File: src/rtl/core/assert_macros.svh
// assertion macros shared by the execute unit files
`ifndef ASSERT_MACROS_SVH
`define ASSERT_MACROS_SVH

// same-cycle implication
`define RVEX_ASSERT_IMP(lbl, clk, rstn, ante, cons) \
  lbl: assert property (@(posedge clk) disable iff (!rstn) (ante) |-> (cons)) \
    else $error("same-cycle check failed");

// next-cycle implication
`define RVEX_ASSERT_NXT(lbl, clk, rstn, ante, cons) \
  lbl: assert property (@(posedge clk) disable iff (!rstn) (ante) |=> (cons)) \
    else $error("next-cycle check failed");

`endif

File: src/rtl/core/rvex_pkg.sv
// types and constants of the rv32im execute unit
package rvex_pkg;

  typedef struct packed {
    logic               command;
    logic [6:0]         opcode;
    logic [2:0]         funct3;
    logic [6:0]         funct7;
    logic [4:0]         dest_index;
    logic [4:0]         src1_index;
    logic [4:0]         src2_index;
    logic signed [31:0] immediate;
    logic [31:0]        load_data;
  } in_item_t;

  typedef struct packed {
    logic [2:0]  result_kind;
    logic [31:0] mem_address;
    logic [1:0]  mem_size;
    logic [31:0] store_data;
    logic        write_enable;
    logic [4:0]  write_index;
    logic [31:0] write_value;
    logic [31:0] next_pc;
  } out_item_t;

  typedef struct packed {
    logic       start;
    logic [2:0] funct3;
  } md_req_t;

  typedef struct packed {
    logic        done;
    logic [31:0] result;
  } md_rsp_t;

  typedef enum logic [2:0] {
    S_IDLE, S_RD1, S_RD2, S_EXEC, S_MD, S_DONE
  } ex_state_t;

  typedef enum logic [1:0] {
    MD_IDLE, MD_RUN, MD_FIX
  } md_state_t;

  localparam logic [2:0] KIND_RETIRED = 3'd0;
  localparam logic [2:0] KIND_READ    = 3'd1;
  localparam logic [2:0] KIND_WRITE   = 3'd2;
  localparam logic [2:0] KIND_TRAP    = 3'd3;
  localparam logic [2:0] KIND_ILLEGAL = 3'd4;

  localparam logic [6:0] OPC_LUI    = 7'h37;
  localparam logic [6:0] OPC_UPC    = 7'h17;
  localparam logic [6:0] OPC_JAL    = 7'h6F;
  localparam logic [6:0] OPC_JALR   = 7'h67;
  localparam logic [6:0] OPC_BRC    = 7'h63;
  localparam logic [6:0] OPC_LOAD   = 7'h03;
  localparam logic [6:0] OPC_STR    = 7'h23;
  localparam logic [6:0] OPC_IMM    = 7'h13;
  localparam logic [6:0] OPC_REG    = 7'h33;
  localparam logic [6:0] OPC_MEMORD = 7'h0F;
  localparam logic [6:0] OPC_PRIV   = 7'h73;

  localparam logic [6:0] F7_BASE = 7'h00;
  localparam logic [6:0] F7_ALT  = 7'h20;
  localparam logic [6:0] F7_MD   = 7'h01;

  localparam logic [2:0] F3_ADD  = 3'd0;
  localparam logic [2:0] F3_SLL  = 3'd1;
  localparam logic [2:0] F3_SLT  = 3'd2;
  localparam logic [2:0] F3_SLTU = 3'd3;
  localparam logic [2:0] F3_XOR  = 3'd4;
  localparam logic [2:0] F3_SR   = 3'd5;
  localparam logic [2:0] F3_OR   = 3'd6;
  localparam logic [2:0] F3_AND  = 3'd7;

  localparam logic [2:0] F3_BEQ  = 3'd0;
  localparam logic [2:0] F3_BNE  = 3'd1;
  localparam logic [2:0] F3_BLT  = 3'd4;
  localparam logic [2:0] F3_BGE  = 3'd5;
  localparam logic [2:0] F3_BLTU = 3'd6;
  localparam logic [2:0] F3_BGEU = 3'd7;

  localparam logic [2:0] F3_LB  = 3'd0;
  localparam logic [2:0] F3_LH  = 3'd1;
  localparam logic [2:0] F3_LW  = 3'd2;
  localparam logic [2:0] F3_LBU = 3'd4;
  localparam logic [2:0] F3_LHU = 3'd5;

  localparam logic [2:0] F3_MUL    = 3'd0;
  localparam logic [2:0] F3_MULH   = 3'd1;
  localparam logic [2:0] F3_MULHSU = 3'd2;
  localparam logic [2:0] F3_MULHU  = 3'd3;
  localparam logic [2:0] F3_DIV    = 3'd4;
  localparam logic [2:0] F3_DIVU   = 3'd5;
  localparam logic [2:0] F3_REM    = 3'd6;
  localparam logic [2:0] F3_REMU   = 3'd7;

  localparam logic [2:0] F3_PRIV = 3'd0;

endpackage

File: src/rtl/core/rvex_chan_if.sv
// valid/ready channel carrying one payload
interface rvex_chan_if #(parameter type payload_t = logic) ();
  logic     valid;
  logic     ready;
  payload_t data;

  modport source (output valid, output data, input ready);
  modport sink (input valid, input data, output ready);
endinterface

File: src/rtl/core/rvex_ram.sv
// generic single-write single-read ram with registered read
module rvex_ram #(
  parameter int WIDTH = 32,
  parameter int DEPTH = 32
) (
  input  logic                     clk,
  input  logic                     we,
  input  logic [$clog2(DEPTH)-1:0] waddr,
  input  logic [WIDTH-1:0]         wdata,
  input  logic [$clog2(DEPTH)-1:0] raddr,
  output logic [WIDTH-1:0]         rdata
);
  logic [WIDTH-1:0] mem_r [DEPTH];
  logic [WIDTH-1:0] rdata_r;

  always_ff @(posedge clk) begin
    if (we) begin
      mem_r[waddr] <= wdata;
    end
    rdata_r <= mem_r[raddr];
  end

  assign rdata = rdata_r;
endmodule

File: src/rtl/core/rvex_muldiv.sv
// bit-serial multiply and divide unit, one bit per cycle
`include "assert_macros.svh"
module rvex_muldiv (
  input  logic             clk,
  input  logic             rst_n,
  input  rvex_pkg::md_req_t req,
  input  logic [31:0]      a,
  input  logic [31:0]      b,
  output rvex_pkg::md_rsp_t rsp
);
  import rvex_pkg::*;

  md_state_t   state_r, state_nxt;
  logic [2:0]  f3_r;
  logic [4:0]  cnt_r;
  logic [31:0] hi_r, lo_r, d_r, orig_r, res_r;
  logic        neg_r, bz_r, done_r;

  logic        sa, sb;
  logic [31:0] ua, ub;
  logic [32:0] msum, rsh, diff;
  logic [63:0] prod, pneg;
  logic [31:0] fix_res;

  always_comb begin
    sa = ((req.funct3 == F3_MULH) || (req.funct3 == F3_MULHSU) ||
          (req.funct3 == F3_DIV) || (req.funct3 == F3_REM)) && a[31];
    sb = ((req.funct3 == F3_MULH) || (req.funct3 == F3_DIV) ||
          (req.funct3 == F3_REM)) && b[31];
    ua = sa ? (32'd0 - a) : a;
    ub = sb ? (32'd0 - b) : b;
    msum = {1'b0, hi_r} + (lo_r[0] ? {1'b0, d_r} : 33'd0);
    rsh  = {hi_r, lo_r[31]};
    diff = rsh - {1'b0, d_r};
    prod = {hi_r, lo_r};
    pneg = neg_r ? (64'd0 - prod) : prod;
    case (f3_r)
      F3_MUL:                     fix_res = pneg[31:0];
      F3_MULH, F3_MULHSU,
      F3_MULHU:                   fix_res = pneg[63:32];
      F3_DIV, F3_DIVU:            fix_res = bz_r ? 32'hFFFF_FFFF :
                                            (neg_r ? (32'd0 - lo_r) : lo_r);
      default:                    fix_res = bz_r ? orig_r :
                                            (neg_r ? (32'd0 - hi_r) : hi_r);
    endcase
  end

  always_comb begin
    state_nxt = state_r;
    case (state_r)
      MD_IDLE: if (req.start) state_nxt = MD_RUN;
      MD_RUN:  if (cnt_r == 5'd31) state_nxt = MD_FIX;
      MD_FIX:  state_nxt = MD_IDLE;
      default: state_nxt = MD_IDLE;
    endcase
  end

  always_ff @(posedge clk) begin
    if (!rst_n) begin
      state_r <= MD_IDLE;
      done_r  <= 1'b0;
    end else begin
      state_r <= state_nxt;
      done_r  <= (state_r == MD_FIX);
    end
  end

  always_ff @(posedge clk) begin
    case (state_r)
      MD_IDLE: begin
        if (req.start) begin
          f3_r   <= req.funct3;
          hi_r   <= '0;
          lo_r   <= ua;
          d_r    <= ub;
          orig_r <= a;
          bz_r   <= (b == 32'd0);
          neg_r  <= (req.funct3 == F3_REM) ? sa : (sa ^ sb);
          cnt_r  <= '0;
        end
      end
      MD_RUN: begin
        cnt_r <= cnt_r + 5'd1;
        if (f3_r[2]) begin
          if (!diff[32]) begin
            hi_r <= diff[31:0];
            lo_r <= {lo_r[30:0], 1'b1};
          end else begin
            hi_r <= rsh[31:0];
            lo_r <= {lo_r[30:0], 1'b0};
          end
        end else begin
          hi_r <= msum[32:1];
          lo_r <= {msum[0], lo_r[31:1]};
        end
      end
      MD_FIX: res_r <= fix_res;
      default: ;
    endcase
  end

  assign rsp.done   = done_r;
  assign rsp.result = res_r;

  `RVEX_ASSERT_NXT(a_md_start, clk, rst_n, (state_r == MD_IDLE) && req.start, state_r == MD_RUN)
  `RVEX_ASSERT_NXT(a_md_pulse, clk, rst_n, done_r, !done_r && (state_r == MD_IDLE))
endmodule

File: src/rtl/core/rv32im_execute_unit.sv
// rv32im execute unit top level
//   channel  dir  payload     transfer
//   in_if    in   in_item_t   valid & ready
//   out_if   out  out_item_t  valid & ready
//   cfg_if   in   pc value    valid & ready, always ready
// an item steps through two register file reads, execute and commit before the next accept
// multiply and divide wait in S_MD for the serial unit (32 one-bit steps)
// reset clears the valid bits of the register file, the pc and pending load
// a new item is taken while a finished result waits on out_if; commit stalls
// until the output register is free
`include "assert_macros.svh"
module rv32im_execute_unit #(
  parameter int REGISTER_COUNT = 32
) (
  input logic        clk,
  input logic        rst_n,
  rvex_chan_if.sink   in_if,
  rvex_chan_if.source out_if,
  rvex_chan_if.sink   cfg_if
);
  import rvex_pkg::*;

  localparam int         AW = $clog2(REGISTER_COUNT);
  localparam logic [5:0] RC = 6'(REGISTER_COUNT);

  ex_state_t state_r, state_nxt;
  in_item_t  cmd_r;
  out_item_t res_r, res_c, out_data_r;
  logic      out_valid_r;
  logic [31:0] pc_r, a_r, b_r;
  logic        pend_r;
  logic [4:0]  pend_dest_r;
  logic [2:0]  pend_type_r;
  logic        set_pend_r, clr_pend_r, set_pend_c, clr_pend_c, md_go_c;
  logic [REGISTER_COUNT-1:0] vld_r;

  logic          accept, commit;
  logic [4:0]    rsel;
  logic [AW-1:0] raddr;
  logic          rok_c, rok_r;
  logic [31:0]   rdata, rval;
  md_req_t       md_req;
  md_rsp_t       md_rsp;

  logic [31:0] imm, nxt, wv, ld_ext, alu_b, alu_res, tgt;
  logic [4:0]  wdst;
  logic        ok, wr, taken, alu_alt, lt_s, lt_u;

  assign accept = in_if.valid && in_if.ready;
  assign commit = (state_r == S_DONE) && (!out_valid_r || out_if.ready);
  assign in_if.ready  = (state_r == S_IDLE);
  assign cfg_if.ready = 1'b1;

  // register file read port
  always_comb begin
    rsel  = (state_r == S_IDLE) ? in_if.data.src1_index : cmd_r.src2_index;
    raddr = rsel[AW-1:0];
    rok_c = (rsel != 5'd0) && ({1'b0, rsel} < RC) && vld_r[raddr];
  end
  assign rval = rok_r ? rdata : 32'd0;

  rvex_ram #(.WIDTH(32), .DEPTH(REGISTER_COUNT)) u_rf (
    .clk   (clk),
    .we    (commit && res_r.write_enable),
    .waddr (res_r.write_index[AW-1:0]),
    .wdata (res_r.write_value),
    .raddr (raddr),
    .rdata (rdata)
  );

  assign md_req.start  = (state_r == S_EXEC) && md_go_c;
  assign md_req.funct3 = cmd_r.funct3;

  rvex_muldiv u_md (
    .clk   (clk),
    .rst_n (rst_n),
    .req   (md_req),
    .a     (a_r),
    .b     (b_r),
    .rsp   (md_rsp)
  );

  // alu and branch compare
  always_comb begin
    imm   = cmd_r.immediate;
    alu_b = (cmd_r.opcode == OPC_IMM) ? imm : b_r;
    alu_alt = (cmd_r.funct7 == F7_ALT);
    lt_s  = $signed(a_r) < $signed(alu_b);
    lt_u  = a_r < alu_b;
    case (cmd_r.funct3)
      F3_ADD:  alu_res = (alu_alt && (cmd_r.opcode == OPC_REG)) ? (a_r - alu_b)
                                                                : (a_r + alu_b);
      F3_SLL:  alu_res = a_r << alu_b[4:0];
      F3_SLT:  alu_res = {31'd0, lt_s};
      F3_SLTU: alu_res = {31'd0, lt_u};
      F3_XOR:  alu_res = a_r ^ alu_b;
      F3_SR:   alu_res = alu_alt ? 32'($signed(a_r) >>> alu_b[4:0])
                                 : (a_r >> alu_b[4:0]);
      F3_OR:   alu_res = a_r | alu_b;
      default: alu_res = a_r & alu_b;
    endcase
    case (pend_type_r)
      F3_LB:   ld_ext = {{24{cmd_r.load_data[7]}}, cmd_r.load_data[7:0]};
      F3_LH:   ld_ext = {{16{cmd_r.load_data[15]}}, cmd_r.load_data[15:0]};
      F3_LBU:  ld_ext = {24'd0, cmd_r.load_data[7:0]};
      F3_LHU:  ld_ext = {16'd0, cmd_r.load_data[15:0]};
      default: ld_ext = cmd_r.load_data;
    endcase
    tgt = a_r + imm;
  end

  // execute step
  always_comb begin
    res_c = '0;
    ok = 1'b1;
    wr = 1'b0;
    wv = '0;
    wdst = cmd_r.dest_index;
    nxt = pc_r + 32'd4;
    taken = 1'b0;
    set_pend_c = 1'b0;
    clr_pend_c = 1'b0;
    md_go_c = 1'b0;
    if (cmd_r.command) begin
      nxt = pc_r;
      if (pend_r) begin
        wr = 1'b1;
        wdst = pend_dest_r;
        wv = ld_ext;
        clr_pend_c = 1'b1;
      end
    end else begin
      case (cmd_r.opcode)
        OPC_LUI: begin
          wr = 1'b1;
          wv = imm;
        end
        OPC_UPC: begin
          wr = 1'b1;
          wv = pc_r + imm;
        end
        OPC_JAL: begin
          wr = 1'b1;
          wv = pc_r + 32'd4;
          nxt = pc_r + imm;
        end
        OPC_JALR: begin
          if (cmd_r.funct3 != F3_ADD) begin
            ok = 1'b0;
          end else begin
            wr = 1'b1;
            wv = pc_r + 32'd4;
            nxt = {tgt[31:1], 1'b0};
          end
        end
        OPC_BRC: begin
          case (cmd_r.funct3)
            F3_BEQ:  taken = (a_r == b_r);
            F3_BNE:  taken = (a_r != b_r);
            F3_BLT:  taken = lt_s;
            F3_BGE:  taken = !lt_s;
            F3_BLTU: taken = lt_u;
            F3_BGEU: taken = !lt_u;
            default: ok = 1'b0;
          endcase
          if (taken) nxt = pc_r + imm;
        end
        OPC_LOAD: begin
          if (!(cmd_r.funct3 inside {F3_LB, F3_LH, F3_LW, F3_LBU, F3_LHU})) begin
            ok = 1'b0;
          end else begin
            res_c.result_kind = KIND_READ;
            res_c.mem_address = tgt;
            res_c.mem_size = cmd_r.funct3[1:0];
            set_pend_c = 1'b1;
          end
        end
        OPC_STR: begin
          if (!(cmd_r.funct3 inside {F3_LB, F3_LH, F3_LW})) begin
            ok = 1'b0;
          end else begin
            res_c.result_kind = KIND_WRITE;
            res_c.mem_address = tgt;
            res_c.mem_size = cmd_r.funct3[1:0];
            case (cmd_r.funct3)
              F3_LB:   res_c.store_data = {24'd0, b_r[7:0]};
              F3_LH:   res_c.store_data = {16'd0, b_r[15:0]};
              default: res_c.store_data = b_r;
            endcase
          end
        end
        OPC_IMM: begin
          if ((cmd_r.funct3 == F3_SLL) && (cmd_r.funct7 != F7_BASE)) begin
            ok = 1'b0;
          end else if ((cmd_r.funct3 == F3_SR) && (cmd_r.funct7 != F7_BASE) &&
                       !alu_alt) begin
            ok = 1'b0;
          end else begin
            wr = 1'b1;
            wv = alu_res;
          end
        end
        OPC_REG: begin
          if (cmd_r.funct7 == F7_MD) begin
            wr = 1'b1;
            md_go_c = 1'b1;
          end else if (cmd_r.funct7 == F7_BASE) begin
            wr = 1'b1;
            wv = alu_res;
          end else if (alu_alt && (cmd_r.funct3 inside {F3_ADD, F3_SR})) begin
            wr = 1'b1;
            wv = alu_res;
          end else begin
            ok = 1'b0;
          end
        end
        OPC_MEMORD: ;
        OPC_PRIV: begin
          if ((cmd_r.funct3 == F3_PRIV) && (imm[11:0] <= 12'd1)) begin
            res_c.result_kind = KIND_TRAP;
            res_c.mem_address = pc_r;
            res_c.mem_size = {1'b0, imm[0]};
          end else begin
            ok = 1'b0;
          end
        end
        default: ok = 1'b0;
      endcase
    end
    if (wr && (wdst != 5'd0) && ({1'b0, wdst} < RC)) begin
      res_c.write_enable = 1'b1;
      res_c.write_index = wdst;
      res_c.write_value = wv;
    end
    res_c.next_pc = nxt;
    if (!ok) begin
      res_c = '0;
      res_c.result_kind = KIND_ILLEGAL;
      res_c.next_pc = pc_r;
      set_pend_c = 1'b0;
      md_go_c = 1'b0;
    end
  end

  always_comb begin
    state_nxt = state_r;
    case (state_r)
      S_IDLE:  if (accept) state_nxt = S_RD1;
      S_RD1:   state_nxt = S_RD2;
      S_RD2:   state_nxt = S_EXEC;
      S_EXEC:  state_nxt = md_go_c ? S_MD : S_DONE;
      S_MD:    if (md_rsp.done) state_nxt = S_DONE;
      S_DONE:  if (commit) state_nxt = S_IDLE;
      default: state_nxt = S_IDLE;
    endcase
  end

  always_ff @(posedge clk) begin
    if (!rst_n) begin
      state_r     <= S_IDLE;
      out_valid_r <= 1'b0;
      pc_r        <= '0;
      pend_r      <= 1'b0;
      pend_dest_r <= '0;
      pend_type_r <= '0;
      vld_r       <= '0;
    end else begin
      state_r <= state_nxt;
      if (commit) begin
        out_valid_r <= 1'b1;
        pc_r <= res_r.next_pc;
        if (res_r.write_enable) vld_r[res_r.write_index[AW-1:0]] <= 1'b1;
        if (set_pend_r) begin
          pend_r      <= 1'b1;
          pend_dest_r <= cmd_r.dest_index;
          pend_type_r <= cmd_r.funct3;
        end else if (clr_pend_r) begin
          pend_r <= 1'b0;
        end
      end else begin
        if (out_if.ready) out_valid_r <= 1'b0;
        if (cfg_if.valid) pc_r <= cfg_if.data;
      end
    end
  end

  always_ff @(posedge clk) begin
    rok_r <= rok_c;
    if (accept) cmd_r <= in_if.data;
    if (state_r == S_RD1) a_r <= rval;
    if (state_r == S_RD2) b_r <= rval;
    if (state_r == S_EXEC) begin
      res_r      <= res_c;
      set_pend_r <= set_pend_c;
      clr_pend_r <= clr_pend_c;
    end
    if ((state_r == S_MD) && md_rsp.done) begin
      res_r.write_value <= res_r.write_enable ? md_rsp.result : 32'd0;
    end
    if (commit) out_data_r <= res_r;
  end

  assign out_if.valid = out_valid_r;
  assign out_if.data  = out_data_r;

  `RVEX_ASSERT_NXT(a_accept_read, clk, rst_n, accept, state_r == S_RD1)
  `RVEX_ASSERT_IMP(a_no_x0_write, clk, rst_n, commit && res_r.write_enable, res_r.write_index != 5'd0)
  `RVEX_ASSERT_IMP(a_illegal_clean, clk, rst_n, out_valid_r && (out_data_r.result_kind == KIND_ILLEGAL), !out_data_r.write_enable && (out_data_r.mem_address == 32'd0))
endmodule

File: src/flat_wrapper.sv
// flat-port wrapper written by rule: the top's interface ports become plain ports
module rv32im_execute_unit_flat import rvex_pkg::*;
#(
  parameter int REGISTER_COUNT = 32
)
  (clk, rst_n, in_if_valid, in_if_data, in_if_ready, out_if_valid, out_if_data, out_if_ready, cfg_if_valid, cfg_if_data, cfg_if_ready);
  rvex_chan_if #(.payload_t(in_item_t)) in_if_i ();
  rvex_chan_if #(.payload_t(out_item_t)) out_if_i ();
  rvex_chan_if #(.payload_t(logic [31:0])) cfg_if_i ();
  input logic clk;
  input logic rst_n;
  input wire logic [$bits(in_if_i.valid)-1:0] in_if_valid;
  input wire logic [$bits(in_if_i.data)-1:0] in_if_data;
  output wire logic [$bits(in_if_i.ready)-1:0] in_if_ready;
  output wire logic [$bits(out_if_i.valid)-1:0] out_if_valid;
  output wire logic [$bits(out_if_i.data)-1:0] out_if_data;
  input wire logic [$bits(out_if_i.ready)-1:0] out_if_ready;
  input wire logic [$bits(cfg_if_i.valid)-1:0] cfg_if_valid;
  input wire logic [$bits(cfg_if_i.data)-1:0] cfg_if_data;
  output wire logic [$bits(cfg_if_i.ready)-1:0] cfg_if_ready;
  assign in_if_i.valid = in_if_valid;
  assign in_if_i.data = in_if_data;
  assign in_if_ready = in_if_i.ready;
  assign out_if_valid = out_if_i.valid;
  assign out_if_data = out_if_i.data;
  assign out_if_i.ready = out_if_ready;
  assign cfg_if_i.valid = cfg_if_valid;
  assign cfg_if_i.data = cfg_if_data;
  assign cfg_if_ready = cfg_if_i.ready;
  rv32im_execute_unit #(.REGISTER_COUNT(REGISTER_COUNT)) u_core (.clk(clk), .rst_n(rst_n), .in_if(in_if_i), .out_if(out_if_i), .cfg_if(cfg_if_i));
endmodule
File: config.mk
export PLATFORM = sky130hd
export DESIGN_NAME = rv32im_execute_unit_flat
export DESIGN_NICKNAME = d
export VERILOG_FILES = /design/src/rtl/core/rvex_pkg.sv /design/src/rtl/core/rvex_chan_if.sv /design/src/rtl/core/rvex_ram.sv /design/src/rtl/core/rvex_muldiv.sv /design/src/rtl/core/rv32im_execute_unit.sv /design/src/flat_wrapper.sv
export VERILOG_INCLUDE_DIRS = /design/src /design/src/rtl/core
export SDC_FILE = /design/constraint.sdc
export NUM_CORES = 2
export LEC_CHECK = 0
export BUFFER_PORTS_ARGS = -buffer_cell sky130_fd_sc_hd__buf_2
export CAP_MARGIN = 20
export CORE_ASPECT_RATIO = 1.1
export CORE_MARGIN = 5
export CORE_UTILIZATION = 57
export CTS_CLUSTER_SIZE = 24
export DETAILED_ROUTE_END_ITERATION = 16
export GPL_TIMING_DRIVEN = 0
export PLACE_DENSITY_LB_ADDON = 0.2
export REMOVE_ABC_BUFFERS = 1
export SYNTH_ARGS = -nofsm -noshare
export SYNTH_HDL_FRONTEND = slang
export SYNTH_HIERARCHICAL = 1
export SYNTH_SLANG_ARGS = --single-unit
File: constraint.sdc
create_clock -name clk -period 9.33 [get_ports clk]
set_clock_uncertainty 0.05 [all_clocks]
set_input_delay 1.3995 -clock clk [delete_from_list [all_inputs] [get_ports clk]]
set_output_delay 1.3995 -clock clk [all_outputs]
set_load 0.01 [all_outputs]
# Word level (Yosys, flattened, before mapping)
# Memories as Yosys holds them, arrays and structs flattened. A register that Yosys moved wholly into a read port is not among the register bits.
# Cells that the tools add are included.
# W data, S select, Z words.
[classes]
n_lt_le_gt_ge = 6
eq_ne = 43
add_sub_neg = 13
bitwise_logic = 9
shifts = 3
reduce_logical = 61
muxes = 96
[ops]
columns = ["op", "n"]
rows = [
  ["$mux W32", 32],
  ["$pmux W32 S7", 1],
  ["$mux W64", 3],
  ["$pmux W32 S2", 3],
  ["$pmux W32 S3", 2],
  ["$pmux W32 S6", 1],
  ["$pmux W32 S4", 1],
  ["$sub A1 B32 Y32 const A", 4],
  ["$pmux W37 S3", 1],
  ["$add A32 B32 Y32", 3],
  ["$mux W69", 1],
  ["$mux W68", 1],
  ["$lt A32 B32 Y1", 2],
  ["$or A32 B32 Y32", 2],
  ["$sub A1 B64 Y64 const A", 1],
  ["$mux W38", 1],
  ["$mux W36", 1],
  ["$mux W35", 1],
  ["$add A32 B32 Y33", 1],
  ["$sub A33 B32 Y33", 1],
  ["$add A32 B3 Y32 const B", 1],
  ["$and A32 B32 Y32", 1],
  ["$eq A32 B32 Y1", 1],
  ["$logic_not A32 Y1", 1],
  ["54 further kinds", 164],
]
[word_totals]
regBits = 687
n_memories = 1
out_inout_bits = 142
in_bits = 134
ramBits = 1024
elab_cells = 280
[mem_list]
columns = ["memory", "depth", "word_bits", "read_ports", "rd_clocked_by_memory_dff", "wr", "line", "text"]
rows = [
  ["u_core.u_rf.mem_r", 32, 32, 1, 1, 1, "rvex_ram.sv:13", "logic [WIDTH-1:0] mem_r [DEPTH];"],
]

# Logic depth before layout (Yosys ltp)
[logic_depth]
depth_word = 14
mapped_depth = 24
ltp_nobuf = 17

# Modules after synthesis
# Netlist, hierarchy kept.
[by_module_without_submodules]
columns = ["module", "seq_area_each_um2", "cells_each", "area_per_inst_um2", "instances"]
rows = [
  ["rvex_ram", 31390.1, 2260, 40491.3, 1],
  ["rv32im_execute_unit", 14634.0, 3706, 34553.1, 1],
  ["rvex_muldiv", 5165.0, 1680, 14647.8, 1],
]

# Worst setup path before layout
# No wires, ideal clock.
[synth_path]
kind = "register to register"
from = "register u_core/cmd_r[93] in the netlist's numbering"
to = "register u_core.u_md.cnt_r[0], enable pin"
setup_time_ns = 0.397
path_slack_ns = 0.383
path_stages_with_launch = 12
t_arrival_ns = 8.500
n_path_buf = 3
synth_period_minus_slack_ns = 8.947
required_time_ns = 8.883
path_cell_list = "edfxtp_1 > buf_4 > nor2b_1 > buf_4 > buf_2 > nand3_1 > or4_1 > inv_1 > nand2_1 > nor3_1 > nor3b_1 > or2_2"
[synth_rtl]
columns = ["element", "line", "text"]
rows = [
  ["from (decl)", "rv32im_execute_unit.sv:27", "in_item_t cmd_r;"],
  ["from (signal assigned)", "rv32im_execute_unit.sv:289", "if (accept) cmd_r <= in_if.data;"],
  ["to (signal assigned)", "rvex_muldiv.sv:83", "cnt_r <= cnt_r + 5'd1;"],
  ["to (decl)", "rvex_muldiv.sv:15", "logic [4:0] cnt_r;"],
]

==> results.toml <==
[outcome]
status = "finished, final reports clean"

[detailed_routing]
wl_um = 320700
vias = 68090
m1WireLength_um = 121400
route.met3.wl_um = 29060
top_layer_used = "met5"
final_antenna_net_count = 0
drt_iter0_drc = 8884
wl_met2_um = 147300
drc = 0
avgViaCountPerCell = 6.786
drtPass1Iterations = 8
post_drt_wl_per_cell_um = 31.96

[power]
p_total_uw = 21750
vdd_drop_max_uv = 268.4
cellLeakagePower_uw = 0.03699
cellPowerDensity_nw_per_um2 = 214.3

[floorplanning]
ioPinCount = 276
start_util_pct = 57.37
rows = 152
die-area_um2 = 165400
die_w_um = 388.2
die_h_um = 426.0
coreArea_um2 = 156300

[critical_path]
crit_buf_inv = 2
crit_chain = "and4bb_2 > nand3_4 > mux2i_4 > inv_2 > ha_1 > inv_1 > ha_1 > nor4_1 > o221ai_1 > nand2b_1 > nand4b_1 > a21oi_2 > nor3_4 > o21ai_1 > a2111oi_0 > a311oi_1"
critPathMostFrequentCell = "ha_1"
path_max_fanout = 37
worst_path_largest_cell_delay_ns = 1.04
path_class = "flip-flop to flip-flop"
critPathLaunchType = "flip-flop"
cp-end-kind = "flip-flop"
cp.required_ns = 9.80
cp_top_family = "simple AND/OR/NAND/NOR gates"
slowest_stage = "mux2i_4"
arrival_ns = 9.43

[timing]
rsz0062_at_grt = "no"
slew_viol_final = 0
finalCritPeriodShare_pct = 96.02
finalHoldViolations = 0
worst_pin_slew_ns = 1.358
tns_ns = 0
max_slew_margin_pct = 9.459
fmax_mhz = 111.6
min_period_ns = 8.959
setup_violations = 0
holdWs_ns = 0.3477

[logic_synthesis]
synthDistinctLibCells = 120
synth_warnings = 6
synth_ff_type = "edfxtp_1"
syn-mean-instance-area_um2 = 11.73
synth_edf_count = 1630
ys_seq_area_share_pct = 57.07
ys_seq_elements = 1742
netlist_area_um2 = 89690
async_flop_share_pct = 0
postSynthCellCount = 7646

[placed_design]
gp_congestion = 1.026
post_dp_cell_area_um2 = 95120
dp_hpwl_um = 229900
portBuffers = 274

[clock_network]
clkTransAtPathRegs_ns = 0.06
htreeDepth = 4
cts_tree = "done"
cts_num_sinks = 1742
cts_buffers = 171
clock-root-buffer = "clkbuf_16"
cts_setup_buffers = 0
clk_latency_ns = 0.85
hold_buffers = 0
clockBufferDepth = 3
cts_resized = 0

[layout]
syn_to_final_growth_pct = 13.17
design_area_um2 = 101500
final_nets = 8178
final_core_util_pct = 64.93
drive_gt1_share_pct = 11.17

[global_routing]
grt_pass1_wl_um = 453400
antenna_found_initial = 14
grt_overflow = 0
grt.total_usage_pct = 37.58
grt_max_degree = 100
grt_pass1_vias = 64520

[flow_run]
cap_violations = 0

[hold_path]
hold_path.class = "flip-flop to flip-flop"
-- cell families (layout without fill, tap and decap cells) --
family | Yosys count | count (layout) | share of synthesized area, %
xor gates and xnor gates | 341 | 341 | 3.330
AOI/OAI and AO/OA | 2038 | 2038 | 15.07
DFF | 1742 | 1742 | 57.07
muxes | 680 | 680 | 7.661
adders and majority gates | 243 | 243 | 3.432
and+or+nand+nor | 1943 | 1943 | 10.26
buffers and inverters | 658 | 959 | 3.169
other | 1 | 8 | 0.004181
-- flip-flops by register name (all words and copies together), names as in the netlist, 5 cells and up --
| name | cells |
|---|---|
| u_core/u_md/d_r | 32 |
| u_core/u_md/orig_r | 32 |
| u_core/imm | 32 |
| u_core/u_md/res_r | 32 |
| u_core/u_md/cnt_r | 5 |
| u_core/u_rf/mem_r | 1024 |
| u_core/u_md/hi_r | 32 |
| u_core/vld_r | 31 |
| u_core/a_r | 32 |
| u_core/cmd_r | 60 |
| u_core/out_if.data | 139 |
| u_core/res_r | 139 |
| u_core/u_rf/rdata | 32 |
| u_core/pc_r | 32 |
| u_core/pend_dest_r | 5 |
| u_core/u_md/lo_r | 32 |
| u_core/b_r | 32 |
-- worst register-to-register path: cells and delay by family, from the launching register on --
kind | cells | cell delay [ns]
buf+inv | 2 | 0.64
simple gates | 6 | 3.24
compound gates | 5 | 2.01
mux | 1 | 1.04
flops | 1 | 0.83
fa+ha+maj | 2 | 0.81
-- synthesized netlist by cell type, types with 77 or more instances --
library cell  number  share of area (%)
edfxtp_1        1630                 55
inv_1            190               0.80
dfxtp_1          112                2.5
nand3_1          223                1.2
a31oi_1          100               0.70
and2_1            87               0.61
mux2i_1          658                7.3
nand2_1          626                2.6
a22oi_1          153                1.3
clkbuf_1         298                1.2
nor3_1           139               0.78
ha_1             238                3.3
nor2_1           481                2.0
xnor2_1          177                1.7
o21ai_0          363                2.0
a21o_1            87               0.73
a21oi_1          551                3.1
xor2_1           164                1.6
a211oi_1          77               0.64
-- layer usage --
layer	global-route usage [%]	up-vias
li1	-	29490
met1	48.26	33660
met2	59.81	4061
met3	7.207	876
met4	22.21	4
met5	0	-
-- report_power, final --
part / switching [uW] / total [uW] / internal [uW]
logic: 3320 / 5200 / 1880
registers: 559 / 9380 / 8820
clock network: 3090 / 7170 / 4080
-- final timing paths --
check,startpoint,end,slack (ns),depth (start not counted)
max,u_core/cmd_r[92],u_core/res_r[30],0.37,16
min,u_core/res_r[111],u_core/out_if.data[111],0.35,0
max reg2reg,u_core/cmd_r[92],u_core/res_r[30],0.37,16
min reg2reg,u_core/res_r[111],u_core/out_if.data[111],0.35,0
-- through the flow --
stage               setup WS (ns)  instances
finish                     0.3713      10030
global route               0.3284      10030
CTS                        0.7600      10010
detailed placement         0.7650       9689
global placement           -14.64       9539
floorplan                  -8.309       7186
-- cells in the final DEF (no fill, tap or decap), types with 45 or more instances in the layout --
| cell type | instances |
|---|---|
| a31oi_1 | 99 |
| a22o_1 | 72 |
| xor2_1 | 164 |
| xnor2_1 | 177 |
| ha_1 | 238 |
| edfxtp_1 | 1630 |
| and2_1 | 82 |
| nor2_1 | 440 |
| buf_2 | 273 |
| nand2_1 | 624 |
| clkbuf_16 | 172 |
| nand3_1 | 221 |
| buf_12 | 54 |
| a21oi_1 | 550 |
| inv_1 | 187 |
| a211oi_1 | 76 |
| and3_1 | 49 |
| or3_1 | 45 |
| a21o_1 | 87 |
| dfxtp_1 | 112 |
| nor3_1 | 133 |
| o21a_1 | 69 |
| o21ai_0 | 362 |
| buf_16 | 69 |
| mux2i_1 | 657 |
| o31ai_1 | 48 |
| o211ai_1 | 74 |
| a22oi_1 | 153 |
-- area by class of cell --
class                      count  area (um^2)
fill                       11640        54820
sequential                  1742        51190
multi-input combinational   5246        36130
timing repair buffer         442         4876
clock buffer                 215         4556
tap                         2079         2601
clock inverter               104         1374
inverter                     198        760.7
antenna                        7        17.52
Power figures use the tool's default switching activity.
